$ cat src/rtl/eftp_pkg.sv
// ----------------------------------------------------------------------------
// eftp_pkg
// Shared constants and types of the ergometer telemetry frame parser.
// ----------------------------------------------------------------------------
package eftp_pkg;

  localparam int unsigned WinLen   = 19;
  localparam int unsigned FillW    = $clog2(WinLen + 1);
  localparam int unsigned ByteW    = 8;

  localparam logic [ByteW-1:0] SyncTelemA = 8'h40;
  localparam logic [ByteW-1:0] SyncTelemB = 8'h41;

  localparam int unsigned PowerW = 11;
  localparam int unsigned DistW  = 23;

  localparam int unsigned OffsAddr    = 1;
  localparam int unsigned OffsPower   = 5;
  localparam int unsigned OffsCadence = 6;
  localparam int unsigned OffsSpeed   = 7;
  localparam int unsigned OffsDistLo  = 8;
  localparam int unsigned OffsDistHi  = 9;
  localparam int unsigned OffsHeart   = 14;
  localparam int unsigned OffsGear    = 16;

  localparam int unsigned OutPayloadW = PowerW + 4 * ByteW + DistW;
  localparam int unsigned OutTdataW   = ((OutPayloadW + 7) / 8) * 8;
  localparam int unsigned OutTuserW   = 2;

  typedef struct packed {
    logic [ByteW-1:0]  gear_number;
    logic [ByteW-1:0]  heart_rate_bpm;
    logic [DistW-1:0]  distance_meters;
    logic [ByteW-1:0]  speed_kmh;
    logic [ByteW-1:0]  cadence_rpm;
    logic [PowerW-1:0] power_watts;
  } telem_t;

  typedef struct packed {
    logic response_empty;
    logic frame_found;
  } status_t;

endpackage

$ cat src/rtl/ergometer_telemetry_frame_parser.sv
// ----------------------------------------------------------------------------
// ergometer_telemetry_frame_parser
// Finds the telemetry frame in a cockpit response and decodes its fields.
// ----------------------------------------------------------------------------
// Bytes of one response enter on the s_axis channel, one per request, with
// tlast on the final byte. A 19-byte shift window holds the tail of the
// current response. The first full window that starts with 0x40 or 0x41 and
// carries cockpit_address in its second byte yields one telemetry result on
// m_axis (tuser frame_found = 1); later bytes of that response are dropped.
// A response that ends without a frame yields one failure result with all
// telemetry fields zero. cockpit_address is written on the cfg channel,
// which is always ready; write it only while the block is idle.
// The result is registered: it appears on m_axis in the cycle after the byte
// that causes it. One byte per cycle is accepted while no result is stalled.
// When the receiver stalls with a result pending, s_axis_tready drops until
// the result is taken; in the cycle it is taken a new byte is accepted.
// Reset clears the address, the fill count and the response flags and
// empties the output register; window contents are not cleared.
// ----------------------------------------------------------------------------
module ergometer_telemetry_frame_parser
  import eftp_pkg::*;
(
  input  logic                 clk_i,
  input  logic                 rst_ni,
  input  logic                 cfg_valid_i,
  output logic                 cfg_ready_o,
  input  logic [ByteW-1:0]     cfg_data_i,     // cockpit_address
  input  logic                 s_axis_tvalid,
  output logic                 s_axis_tready,
  input  logic [ByteW-1:0]     s_axis_tdata,   // rx_byte
  input  logic                 s_axis_tlast,   // last_of_response
  output logic                 m_axis_tvalid,
  input  logic                 m_axis_tready,
  // power_watts, cadence_rpm, speed_kmh, distance_meters, heart_rate_bpm,
  // gear_number, zero fill
  output logic [OutTdataW-1:0] m_axis_tdata,
  output logic [OutTuserW-1:0] m_axis_tuser    // frame_found, response_empty
);

  logic [ByteW-1:0] addr_q;
  logic [ByteW-1:0] win_q [WinLen];
  logic [ByteW-1:0] win_d [WinLen];
  logic [FillW-1:0] fill_q, fill_d, fill_next;
  logic             frame_seen_q, frame_seen_d;
  logic             bytes_seen_q, bytes_seen_d;
  logic             out_valid_q;
  telem_t           telem_q, telem_d;
  status_t          status_q, status_d;

  logic             in_acc;
  logic             shift;
  logic             hit;
  logic             fail;
  logic             bytes_now;
  logic [15:0]      dist_count;
  logic [DistW-1:0] dist_ext;

  assign cfg_ready_o   = 1'b1;
  assign s_axis_tready = !out_valid_q || m_axis_tready;
  assign in_acc        = s_axis_tvalid && s_axis_tready;
  assign shift         = !frame_seen_q;

  always_comb begin
    for (int i = 0; i < WinLen - 1; i++) begin
      win_d[i] = win_q[i+1];
    end
    win_d[WinLen-1] = s_axis_tdata;
  end

  always_comb begin
    fill_next = fill_q;
    if (shift && (fill_q != FillW'(WinLen))) begin
      fill_next = fill_q + 1'b1;
    end
  end

  assign hit = shift && (fill_next == FillW'(WinLen))
            && ((win_d[0] == SyncTelemA) || (win_d[0] == SyncTelemB))
            && (win_d[OffsAddr] == addr_q);
  assign fail      = s_axis_tlast && !frame_seen_q && !hit;
  assign bytes_now = bytes_seen_q || shift;

  assign dist_count = {win_d[OffsDistHi], win_d[OffsDistLo]};
  assign dist_ext   = DistW'(dist_count);

  always_comb begin
    telem_d = '0;
    if (hit) begin
      telem_d.cadence_rpm     = win_d[OffsCadence];
      telem_d.speed_kmh       = win_d[OffsSpeed];
      telem_d.heart_rate_bpm  = win_d[OffsHeart];
      telem_d.gear_number     = win_d[OffsGear];
      telem_d.distance_meters = (dist_ext << 6) + (dist_ext << 5) + (dist_ext << 2);
      if (win_d[OffsCadence] != '0) begin
        telem_d.power_watts = (PowerW'(win_d[OffsPower]) << 2)
                            + PowerW'(win_d[OffsPower]);
      end
    end
    status_d.frame_found    = hit;
    status_d.response_empty = fail && !bytes_now;
  end

  always_comb begin
    frame_seen_d = frame_seen_q || hit;
    bytes_seen_d = bytes_now;
    fill_d       = fill_next;
    if (s_axis_tlast) begin
      frame_seen_d = 1'b0;
      bytes_seen_d = 1'b0;
      fill_d       = '0;
    end
  end

  always_ff @(posedge clk_i or negedge rst_ni) begin
    if (!rst_ni) begin
      addr_q       <= '0;
      fill_q       <= '0;
      frame_seen_q <= 1'b0;
      bytes_seen_q <= 1'b0;
      out_valid_q  <= 1'b0;
    end else begin
      if (cfg_valid_i && cfg_ready_o) begin
        addr_q <= cfg_data_i;
      end
      if (in_acc) begin
        fill_q       <= fill_d;
        frame_seen_q <= frame_seen_d;
        bytes_seen_q <= bytes_seen_d;
      end
      if (in_acc && (hit || fail)) begin
        out_valid_q <= 1'b1;
      end else if (m_axis_tready) begin
        out_valid_q <= 1'b0;
      end
    end
  end

  always_ff @(posedge clk_i) begin
    if (in_acc && shift) begin
      win_q <= win_d;
    end
    if (in_acc && (hit || fail)) begin
      telem_q  <= telem_d;
      status_q <= status_d;
    end
  end

  assign m_axis_tvalid = out_valid_q;
  assign m_axis_tdata  = OutTdataW'(telem_q);
  assign m_axis_tuser  = status_q;

  a_fill_range: assert property (@(posedge clk_i) disable iff (!rst_ni)
    fill_q <= FillW'(WinLen))
    else $error("window fill count beyond window length");

  a_seen_full: assert property (@(posedge clk_i) disable iff (!rst_ni)
    frame_seen_q |-> (fill_q == FillW'(WinLen)))
    else $error("frame marked seen without a full window");

  a_last_clears: assert property (@(posedge clk_i) disable iff (!rst_ni)
    (in_acc && s_axis_tlast) |=> ((fill_q == '0) && !frame_seen_q && !bytes_seen_q))
    else $error("response state not cleared after final byte");

  a_fail_zero: assert property (@(posedge clk_i) disable iff (!rst_ni)
    (out_valid_q && !status_q.frame_found) |-> (telem_q == '0))
    else $error("failure result carries telemetry");

  a_power_cad: assert property (@(posedge clk_i) disable iff (!rst_ni)
    (out_valid_q && (telem_q.power_watts != '0)) |-> (telem_q.cadence_rpm != '0))
    else $error("power reported with zero cadence");

endmodule

$ cat config.mk
export PLATFORM = sky130hd
export DESIGN_NAME = ergometer_telemetry_frame_parser
export DESIGN_NICKNAME = d
export VERILOG_FILES = /design/src/rtl/eftp_pkg.sv /design/src/rtl/ergometer_telemetry_frame_parser.sv
export SDC_FILE = /design/constraint.sdc
export NUM_CORES = 1
export LEC_CHECK = 0
export BUFFER_PORTS_ARGS = -buffer_cell sky130_fd_sc_hd__buf_2
export CORE_MARGIN = 4
export CORE_UTILIZATION = 35
export CTS_CLUSTER_DIAMETER = 200
export DETAILED_ROUTE_END_ITERATION = 16
export GPL_TIMING_DRIVEN = 0
export SLEW_MARGIN = 15
export SYNTH_ARGS = -nofsm -noshare
export SYNTH_HDL_FRONTEND = slang
export SYNTH_SLANG_ARGS = --single-unit
$ cat constraint.sdc
create_clock -name clk_i -period 9.2 [get_ports clk_i]
set_clock_uncertainty 0.1 [all_clocks]
set_input_delay 2.3 -clock clk_i [delete_from_list [all_inputs] [get_ports clk_i]]
set_output_delay 2.3 -clock clk_i [all_outputs]
set_load 0.02 [all_outputs]
==> results.json, run 1 <==
{
  "nFillCells": 2194,
  "fin_cells": 996,
  "path_common_cell": "buf_2",
  "critPathArrivalTime_ps": 2730,
  "cp_num_buf_inv": 2,
  "ys_ff_latch": 224,
  "fmax_ghz": 0.195,
  "worst_skew_pair.late_latency_ps": 490,
  "cts-buffers-inserted": 25,
  "worstPathMaxFanout": 4,
  "power_leakage_nw": 4.08,
  "dpl_worst_slack_ps": 4060,
  "syn_avg_cell_area_sq_um": 17.0,
  "die_h_um": 167,
  "power_frac_comb": 0.103,
  "netSwitchingFraction": 0.233,
  "pwr_density_cell_mw_per_mm2": 222,
  "post_drt_wl_per_cell_um": 15.6,
  "p_sw_mw": 0.556,
  "synth_most_common_cell": "edfxtp_1",
  "synth.area.top_cells": "edfxtp_1 71%, dfrtp_1 4.2%, ha_1 4.0%",
  "path_cells": "buf_2 -> nand2b_1 -> buf_2",
  "ios": 99,
  "slew_headroom": 0.488,
  "crit_family": "buffers and inverters",
  "drv_slew": 0,
  "hold-path-endpoint": "win_d[55]",
  "cts_setup_buffers": 0,
  "cts.sinks": 224,
  "r2r_end": "m_axis_tdata[62]",
  "min_from": "win_d[47]",
  "vias": 4659,
  "place_hpwl_um": 11200,
  "antenna_found_initial": 0,
  "ir_drop_mv": 0.148,
  "cp-end-kind": "output port",
  "clockBufferDepth": 3,
  "synth_top_area_share": 0.709,
  "post_drt_via_cell_ratio": 4.68,
  "cp_slowest_stage_delay_ps": 170,
  "required_ps": 6800,
  "gp_congestion": 0.759,
  "detail-route-antenna-nets": 0,
  "cap_viol_max_count": 0,
  "clk_pin_slew_ps": 60,
  "seq_power_share": 0.508,
  "cts_tree": "yes",
  "hold_depth": 0,
  "holdCritPathClass": "reg -> reg",
  "die_area_sq_mm": 0.0279,
  "final_nets": 717,
  "drt_pass1_iterations": 5,
  "drc": 0,
  "numPortBuffers": 88,
  "synth_edf_count": 209,
  "critPathLaunchType": "primary input",
  "htree_levels": 1,
  "clkPwrFrac": 0.390,
  "crit_type": "in -> out",
  "async_flop_share": 0.0670,
  "ys_dominant_reg_cell": "edfxtp_1",
  "final_layout_size_suffix_gt1_frac": 0.241,
  "reg2reg_slack_ps": 5310,
  "clockRootBuffer": "clkbuf_16",
  "area_delta_synth_final_pct": 21.3,
  "first_global_vias": 4901,
  "cts_resized": 0,
  "cpMaxStageDelayCell": "nand2b_1",
  "drt_iter0_markers": 276,
  "period_minus_slack_ps": 5130,
  "hold_ws_ps": 314,
  "ctsHoldBuffers": 0,
  "yosysWarningCount": 0,
  "setup_viol": 0,
  "place_inst": 950,
  "worst_pin_slew_ps": 767,
  "start_util": 0.360,
  "core-area_sq_mm": 0.0246,
  "ys_seq_area_frac": 0.751,
  "internal_power_mw": 1.83,
  "grt_first_pass_wirelength_um": 25400,
  "rsz0062_at_grt": "no",
  "grt_max_degree": 29,
  "row_count": 57,
  "die_width_um": 167,
  "yosysTopAreaCell": "edfxtp_1",
  "synth_commonest_cells": "209 x edfxtp_1, 39 x and2_1, 28 x ha_1, 23 x inv_1",
  "period_share": 0.558,
  "gr-total-overflow": 0,
  "tns_ps": 0,
  "syn_inst": 522,
  "fin_ws_ps": 4070,
  "routed_wl_um": 15500,
  "rr_worst_depth": 9,
  "synth_cell_types": 47,
  "grtUsageTotal": 0.110,
  "final-hold-violation-count": 0,
  "r2r-start": "fill_q[0]",
  "synth_area_sq_mm": 0.00885,
  "status": "completed"
}
## kinds of logic after synthesis
logic type               count (synthesis)  share of synthesized area
flip-flops                             224                      0.751
AND/OR/NAND/NOR                        116                     0.0744
AO/OA/AOI/OAI                           68                     0.0478
adder cells (fa/ha/maj)                 42                     0.0712
buffers and inverters                   39                     0.0209
XOR/XNOR                                21                     0.0208
multiplexers                            10                     0.0126
other                                    2                   0.000848
## how the worst max path moves through the flow
stage / start / to / slack (ps) / cells after the start
3_3_place_gp: m_axis_tready / win_d[9] / 860 / 4
2_1_floorplan: m_axis_tready / dist_count[0] / 2200 / 3
5_1_grt: m_axis_tready / s_axis_tready / 4040 / 3
6_report: m_axis_tready / s_axis_tready / 4070 / 3
4_1_cts: m_axis_tready / s_axis_tready / 4060 / 3
3_5_place_dp: m_axis_tready / s_axis_tready / 4060 / 3
## worst register-to-register path, delay by kind of cell, from the launching register on
family                   cells  cell delay [ps]
buffers and inverters        3              770
flip-flops                   1              440
multiplexers                 1              410
adder cells (fa/ha/maj)      1              250
AND/OR/NAND/NOR              3             1240
AO/OA/AOI/OAI                1              360
## through the flow
| step | area, sq um | util | power, mW |
|---|---|---|---|
| 6_report | 10700 | 0.436 | 2.39 |
| 5_1_grt | 10700 | 0.436 | 2.50 |
| 4_1_cts | 10700 | 0.436 | 2.42 |
| 3_5_place_dp | 9950 | 0.404 | 1.48 |
| 3_3_place_gp | 9730 | 0.395 | 1.46 |
| 2_1_floorplan | 8880 | - | 1.40 |
## final cells by class
cell class	instances	area, sq um	share of cell area
Sequential cell	224	6650	0.619
Multi-Input combinational cell	267	2060	0.192
Clock buffer	31	668	0.0622
Timing Repair Buffer	96	646	0.0601
Tap cell	324	405	0.0378
Clock inverter	14	120	0.0112
Buffer	15	95.1	0.00886
Inverter	24	90.1	0.00839
Antenna cell	1	2.50	0.000233
## routing by layer
metal	vias to the layer above	wire, um	track usage	share of wire
met4	0	369	0.0317	0.024
li1	2198	-	-	-
met5	-	0	0	0
met2	148	7420	0.185	0.48
met3	29	1020	0.0258	0.065
met1	2284	6730	0.143	0.43
## sequential cells by signal (all words and copies together), names as in the netlist
| register | cells |
|---|---|
| addr_q | 8 |
| dist_count | 16 |
| fill_q | 5 |
| frame_seen_q | 1 |
| m_axis_tdata | 64 |
| m_axis_tuser | 2 |
| m_axis_tvalid | 1 |
| win_d | 127 |
## power by group through the flow
stage          clock network [mW]  registers [mW]  logic, mW
2_1_floorplan                   0            1.24      0.161
3_3_place_gp                    0            1.24      0.219
3_5_place_dp                    0            1.23      0.246
4_1_cts                     0.960            1.21      0.247
5_1_grt                      1.01            1.22      0.273
6_report                    0.930            1.21      0.245
## layout by cell type, fill, tap and decap left out, types with 13 or more instances in the layout
cell / count
a21oi_1: 22
ha_1: 28
edfxtp_1: 209
fa_1: 14
dfrtp_1: 15
nor2_1: 20
buf_2: 89
clkbuf_16: 25
xor2_1: 13
nand2_1: 17
o21ai_0: 16
and2_1: 39
inv_1: 23
No activity file was read; power rests on OpenSTA's default activity.
==> run 2, diff against run 1 <==
--- a/config.mk
+++ b/config.mk
@@ -5,6 +5,7 @@
 export SDC_FILE = /design/constraint.sdc
 export NUM_CORES = 1
 export LEC_CHECK = 0
+export ABC_AREA = 1
 export BUFFER_PORTS_ARGS = -buffer_cell sky130_fd_sc_hd__buf_2
 export CORE_MARGIN = 4
 export CORE_UTILIZATION = 35
==> constraint.sdc (replaced) <==
create_clock -name clk_i -period 5.4 [get_ports clk_i]
set_clock_uncertainty 0.1 [all_clocks]
set_input_delay 1.35 -clock clk_i [delete_from_list [all_inputs] [get_ports clk_i]]
set_output_delay 1.35 -clock clk_i [all_outputs]
set_load 0.02 [all_outputs]
==> results.json, run 2 <==
{
  "status": "completed",
  "holdCritPathClass": "reg -> reg",
  "post_drt_via_cell_ratio": 4.67,
  "area_delta_synth_final_pct": 20.4,
  "die_area_sq_mm": 0.0295,
  "cts.sinks": 224,
  "tns_ps": 0,
  "r2r-start": "dist_count[4]",
  "cp-end-kind": "flip-flop",
  "ys_dominant_reg_cell": "edfxtp_1",
  "diodes": 0,
  "ctsHoldBuffers": 0,
  "final-hold-violation-count": 0,
  "hold-path-endpoint": "win_d[143]",
  "core-area_sq_mm": 0.0262,
  "detail-route-antenna-nets": 0,
  "synth_most_common_cell": "edfxtp_1",
  "routed_wl_um": 17900,
  "period_minus_slack_ps": 3340,
  "synth_commonest_cells": "209 x edfxtp_1, 102 x nand2_1, 57 x inv_1, 45 x nor2_1, 42 x and3_1",
  "synth_area_sq_mm": 0.00937,
  "synth_top_area_share": 0.670,
  "reg2reg_slack_ps": 2310,
  "ys_seq_area_frac": 0.710,
  "ios": 99,
  "cts_resized": 0,
  "row_count": 59,
  "worst_skew_pair.late_latency_ps": 520,
  "synth_edf_count": 209,
  "grtUsageTotal": 0.121,
  "worstPathMaxFanout": 66,
  "drt_iter0_markers": 392,
  "place_hpwl_um": 12300,
  "pwr_density_cell_mw_per_mm2": 396,
  "clockRootBuffer": "clkbuf_16",
  "period_share": 0.619,
  "grt_max_degree": 67,
  "path_common_cell": "nand2_1",
  "required_ps": 5420,
  "worst_pin_slew_ps": 984,
  "cts_setup_buffers": 0,
  "numPortBuffers": 89,
  "cp_slowest_stage_delay_ps": 770,
  "dpl_worst_slack_ps": 1470,
  "synth_cell_types": 37,
  "clockBufferDepth": 3,
  "mostFrequentLayoutCells": "209 x edfxtp_1, 101 x nand2_1, 92 x buf_2",
  "fmax_ghz": 0.299,
  "final_common_cell": "edfxtp_1",
  "synth.area.top_cells": "edfxtp_1 67%, nand2_1 4.1%, dfrtp_1 4.0%",
  "path_cells": "buf_2 -> inv_1 -> nand2_1 -> nand2_1 -> nor2_4 -> nand2_1 -> nand2_4",
  "drt_pass1_iterations": 5,
  "final_layout_size_suffix_gt1_frac": 0.213,
  "power_frac_comb": 0.126,
  "gp_congestion": 0.854,
  "gr-total-overflow": 0,
  "die_width_um": 172,
  "power_leakage_nw": 4.64,
  "hold_depth": 0,
  "antenna_found_initial": 0,
  "first_global_vias": 5354,
  "r2r_end": "m_axis_tdata[49]",
  "netSwitchingFraction": 0.244,
  "rsz0062_at_grt": "no",
  "slew_headroom": 0.344,
  "fin_ws_ps": 2060,
  "htree_levels": 1,
  "cap_viol_max_count": 0,
  "drc": 0,
  "final_nets": 869,
  "crit_type": "in -> reg",
  "nFillCells": 2366,
  "ir_drop_mv": 0.254,
  "cpMaxStageDelayCell": "nand2_4",
  "cts_tree": "yes",
  "cts-buffers-inserted": 25,
  "clk_pin_slew_ps": 60,
  "die_h_um": 172,
  "min_from": "win_d[135]",
  "clkPwrFrac": 0.402,
  "syn_avg_cell_area_sq_um": 13.9,
  "ys_ff_latch": 224,
  "critPathArrivalTime_ps": 3370,
  "syn_inst": 676,
  "drv_slew": 0,
  "grt_first_pass_wirelength_um": 28200,
  "internal_power_mw": 3.38,
  "setup_viol": 0,
  "critPathLaunchType": "primary input",
  "start_util": 0.358,
  "p_sw_mw": 1.09,
  "post_drt_wl_per_cell_um": 15.4,
  "seq_power_share": 0.472,
  "vias": 5403,
  "rr_worst_depth": 11,
  "yosysWarningCount": 0,
  "yosysTopAreaCell": "edfxtp_1",
  "largest_reg_flops": 127,
  "async_flop_share": 0.0670
}
[run 2: layer usage]
layer  share of wire  track usage
met1            0.45        0.163
met3           0.068       0.0303
met4           0.028       0.0375
met5               0            0
met2            0.45        0.193
[run 2: worst max-delay path by stage]
| stage | startpoint | to | slack (ps) | cells after the start |
|---|---|---|---|---|
| after floorplan | m_axis_tready | m_axis_tdata[0] | 20 | 6 |
| after global routing | m_axis_tready | m_axis_tdata[52] | 1830 | 7 |
| final | m_axis_tready | m_axis_tdata[54] | 2060 | 7 |
| after global placement | m_axis_tready | m_axis_tdata[2] | -1180 | 7 |
| after detailed placement | m_axis_tready | m_axis_tdata[65] | 1470 | 7 |
| after CTS | m_axis_tready | m_axis_tdata[62] | 2000 | 7 |
[run 2: layout make-up]
cell class | instances | area (sq um) | area share
repair buffers | 94 | 568 | 0.0503
well taps | 335 | 419 | 0.0371
multi-input cells | 381 | 2400 | 0.213
clock inverters | 16 | 244 | 0.0216
clock buffers | 28 | 637 | 0.0564
inverters | 58 | 218 | 0.0193
flip-flops and latches | 224 | 6650 | 0.589
plain buffers | 21 | 144 | 0.0128
[run 2: logic make-up after synthesis]
logic type	synth area share
AOI/OAI and AO/OA	0.0290
xor gates and xnor gates	0.0140
adders and majority gates	0.0673
buffers and inverters	0.0386
DFF	0.710
muxes	0.00120
other	0.000801
and+or+nand+nor	0.139
[run 2: power groups by stage]
stage | registers (mW) | clock network [mW] | logic (mW)
5_1_grt | 2.12 | 1.92 | 0.646
6_report | 2.11 | 1.80 | 0.564
3_3_place_gp | 2.15 | 0 | 0.537
2_1_floorplan | 2.15 | 0 | 0.390
3_5_place_dp | 2.15 | 0 | 0.565
4_1_cts | 2.11 | 1.85 | 0.569
[run 2: through the flow]
stage | hold WS, ps | power (mW) | cell area, sq um | instances | util
3_3_place_gp | 300 | 2.69 | 10300 | 1108 | 0.392
5_1_grt | 318 | 4.69 | 11300 | 1157 | 0.431
2_1_floorplan | 300 | 2.54 | 9420 | 684 | -
4_1_cts | 315 | 4.53 | 11300 | 1157 | 0.431
6_report | 313 | 4.47 | 11300 | 1157 | 0.431
3_5_place_dp | 305 | 2.71 | 10400 | 1113 | 0.397
[run 2: worst max-delay path: cells and delay by family]
family	cells	cell delay [ps]
buffers and inverters	2	100
and+or+nand+nor	5	1870
==> run 3, diff against run 2 <==
==> constraint.sdc (replaced) <==
create_clock -name clk_i -period 3.3 [get_ports clk_i]
set_clock_uncertainty 0.1 [all_clocks]
set_input_delay 0.825 -clock clk_i [delete_from_list [all_inputs] [get_ports clk_i]]
set_output_delay 0.825 -clock clk_i [all_outputs]
set_load 0.02 [all_outputs]
==> results.json, run 3 (synthesis results as in run 2) <==
{
  "status": "completed",
  "clk_pin_slew_ps": 60,
  "place_hpwl_um": 12200,
  "cts.sinks": 224,
  "drt_iter0_markers": 368,
  "final_common_cell": "edfxtp_1",
  "period_minus_slack_ps": 2990,
  "tns_ps": 0,
  "core-area_sq_mm": 0.0262,
  "rr_worst_depth": 11,
  "vias": 5405,
  "clkPwrFrac": 0.383,
  "required_ps": 3460,
  "gp_congestion": 0.859,
  "crit_type": "reg -> reg",
  "power_frac_comb": 0.130,
  "hold_ws_ps": 116,
  "cts_setup_buffers": 0,
  "numPortBuffers": 89,
  "final-hold-violation-count": 0,
  "routed_wl_um": 17600,
  "internal_power_mw": 5.30,
  "clockBufferDepth": 3,
  "row_count": 59,
  "start_util": 0.358,
  "largest_reg_flops": 127,
  "worstPathMaxFanout": 4,
  "die_width_um": 172,
  "grt_first_pass_wirelength_um": 27800,
  "mostFrequentLayoutCells": "209 x edfxtp_1, 99 x nand2_1, 92 x buf_2",
  "htree_levels": 1,
  "first_global_vias": 5281,
  "final_nets": 869,
  "ios": 99,
  "cts_resized": 0,
  "detail-route-antenna-nets": 0,
  "antenna_found_initial": 0,
  "p_sw_mw": 1.79,
  "ctsHoldBuffers": 0,
  "drc": 0,
  "post_drt_wl_per_cell_um": 15.2,
  "clockRootBuffer": "clkbuf_16",
  "gr-total-overflow": 0,
  "seq_power_share": 0.486,
  "drv_slew": 0,
  "power_leakage_nw": 4.61,
  "period_share": 0.906,
  "cap_viol_max_count": 0,
  "ir_drop_mv": 0.479,
  "setup_viol": 0,
  "cts-buffers-inserted": 25,
  "die_h_um": 172,
  "holdCritPathClass": "in -> async",
  "die_area_sq_mm": 0.0295,
  "netSwitchingFraction": 0.253,
  "area_delta_synth_final_pct": 19.9,
  "final_layout_size_suffix_gt1_frac": 0.212,
  "worst_skew_pair.late_latency_ps": 520,
  "rsz0062_at_grt": "no",
  "drt_pass1_iterations": 4,
  "grt_max_degree": 67,
  "critPathArrivalTime_ps": 3150,
  "cp-end-kind": "flip-flop",
  "grtUsageTotal": 0.118,
  "worst_pin_slew_ps": 807,
  "totalPowerFinal_mw": 7.09,
  "cts_tree": "yes",
  "pwr_density_cell_mw_per_mm2": 631,
  "critPathLaunchType": "flip-flop",
  "fmax_ghz": 0.334,
  "slew_headroom": 0.461,
  "post_drt_via_cell_ratio": 4.68,
  "diodes": 0
}
run 3: cell count changes in the layout (fill, tap and decap cells not counted), sizes merged:
| cell | previous run | this run |
|---|---|---|
| bufinv | 6 | 3 |
| inv | 59 | 63 |
| clkinvlp | 2 | 0 |
run 3: worst max-delay path: stages, from the launching register on:
cell and delay (ps):
edfxtp_1 500, inv_1 90, fa_1 480, inv_1 40, ha_1 230, fa_1 440, nand3_1 110, nand3_1 150
nand2_1 100, o211ai_1 120, a21oi_1 260, nor3_1 100
run 3: layout make-up:
| type | count | area, sq um |
|---|---|---|
| timing repair buffer | 94 | 561 |
| buffer | 21 | 144 |
| inverter | 58 | 230 |
| tap | 335 | 419 |
| fill | 2430 | 15000 |
| multi-input combinational | 381 | 2440 |
| clock inverter | 15 | 163 |
| sequential | 224 | 6650 |
| clock buffer | 28 | 637 |
run 3: path summary, 6_finish.rpt:
kind	startpoint	endpoint	slack, ps
worst min-delay path	rst_ni	fill_q[4]	120
worst max-delay path	dist_count[4]	m_axis_tdata[49]	310
worst min register to register	win_d[117]	win_d[125]	310
worst max register to register	dist_count[4]	m_axis_tdata[49]	310
max in group asynchronous	rst_ni	addr_q[6]	2700
min in group clk_i	win_d[117]	win_d[125]	310
run 3: metrics by stage:
step	setup WS [ps]	instances	area [sq um]	utilization
CTS	287	1156	11200	0.429
global placement	-2620	1108	10300	0.394
floorplan	-1260	684	9460	-
detailed placement	135	1113	10400	0.398
finish	310	1156	11200	0.429
global route	127	1156	11200	0.429
run 3: layer usage:
layer / global-route usage / up-vias / routed length (um)
met3: 0.0294 / 27 / 1090
met4: 0.0303 / 0 / 396
met5: 0 / - / 0
li1: - / 2643 / -
met2: 0.191 / 142 / 8070
met1: 0.161 / 2593 / 8070
run 3: power groups by stage:
stage	Sequential [mW]	Combinational (mW)	Clock, mW
finish	3.45	0.925	2.72
detailed placement	3.51	0.928	0
CTS	3.45	0.931	2.81
global placement	3.52	0.886	0
floorplan	3.52	0.642	0
global route	3.47	1.05	2.92
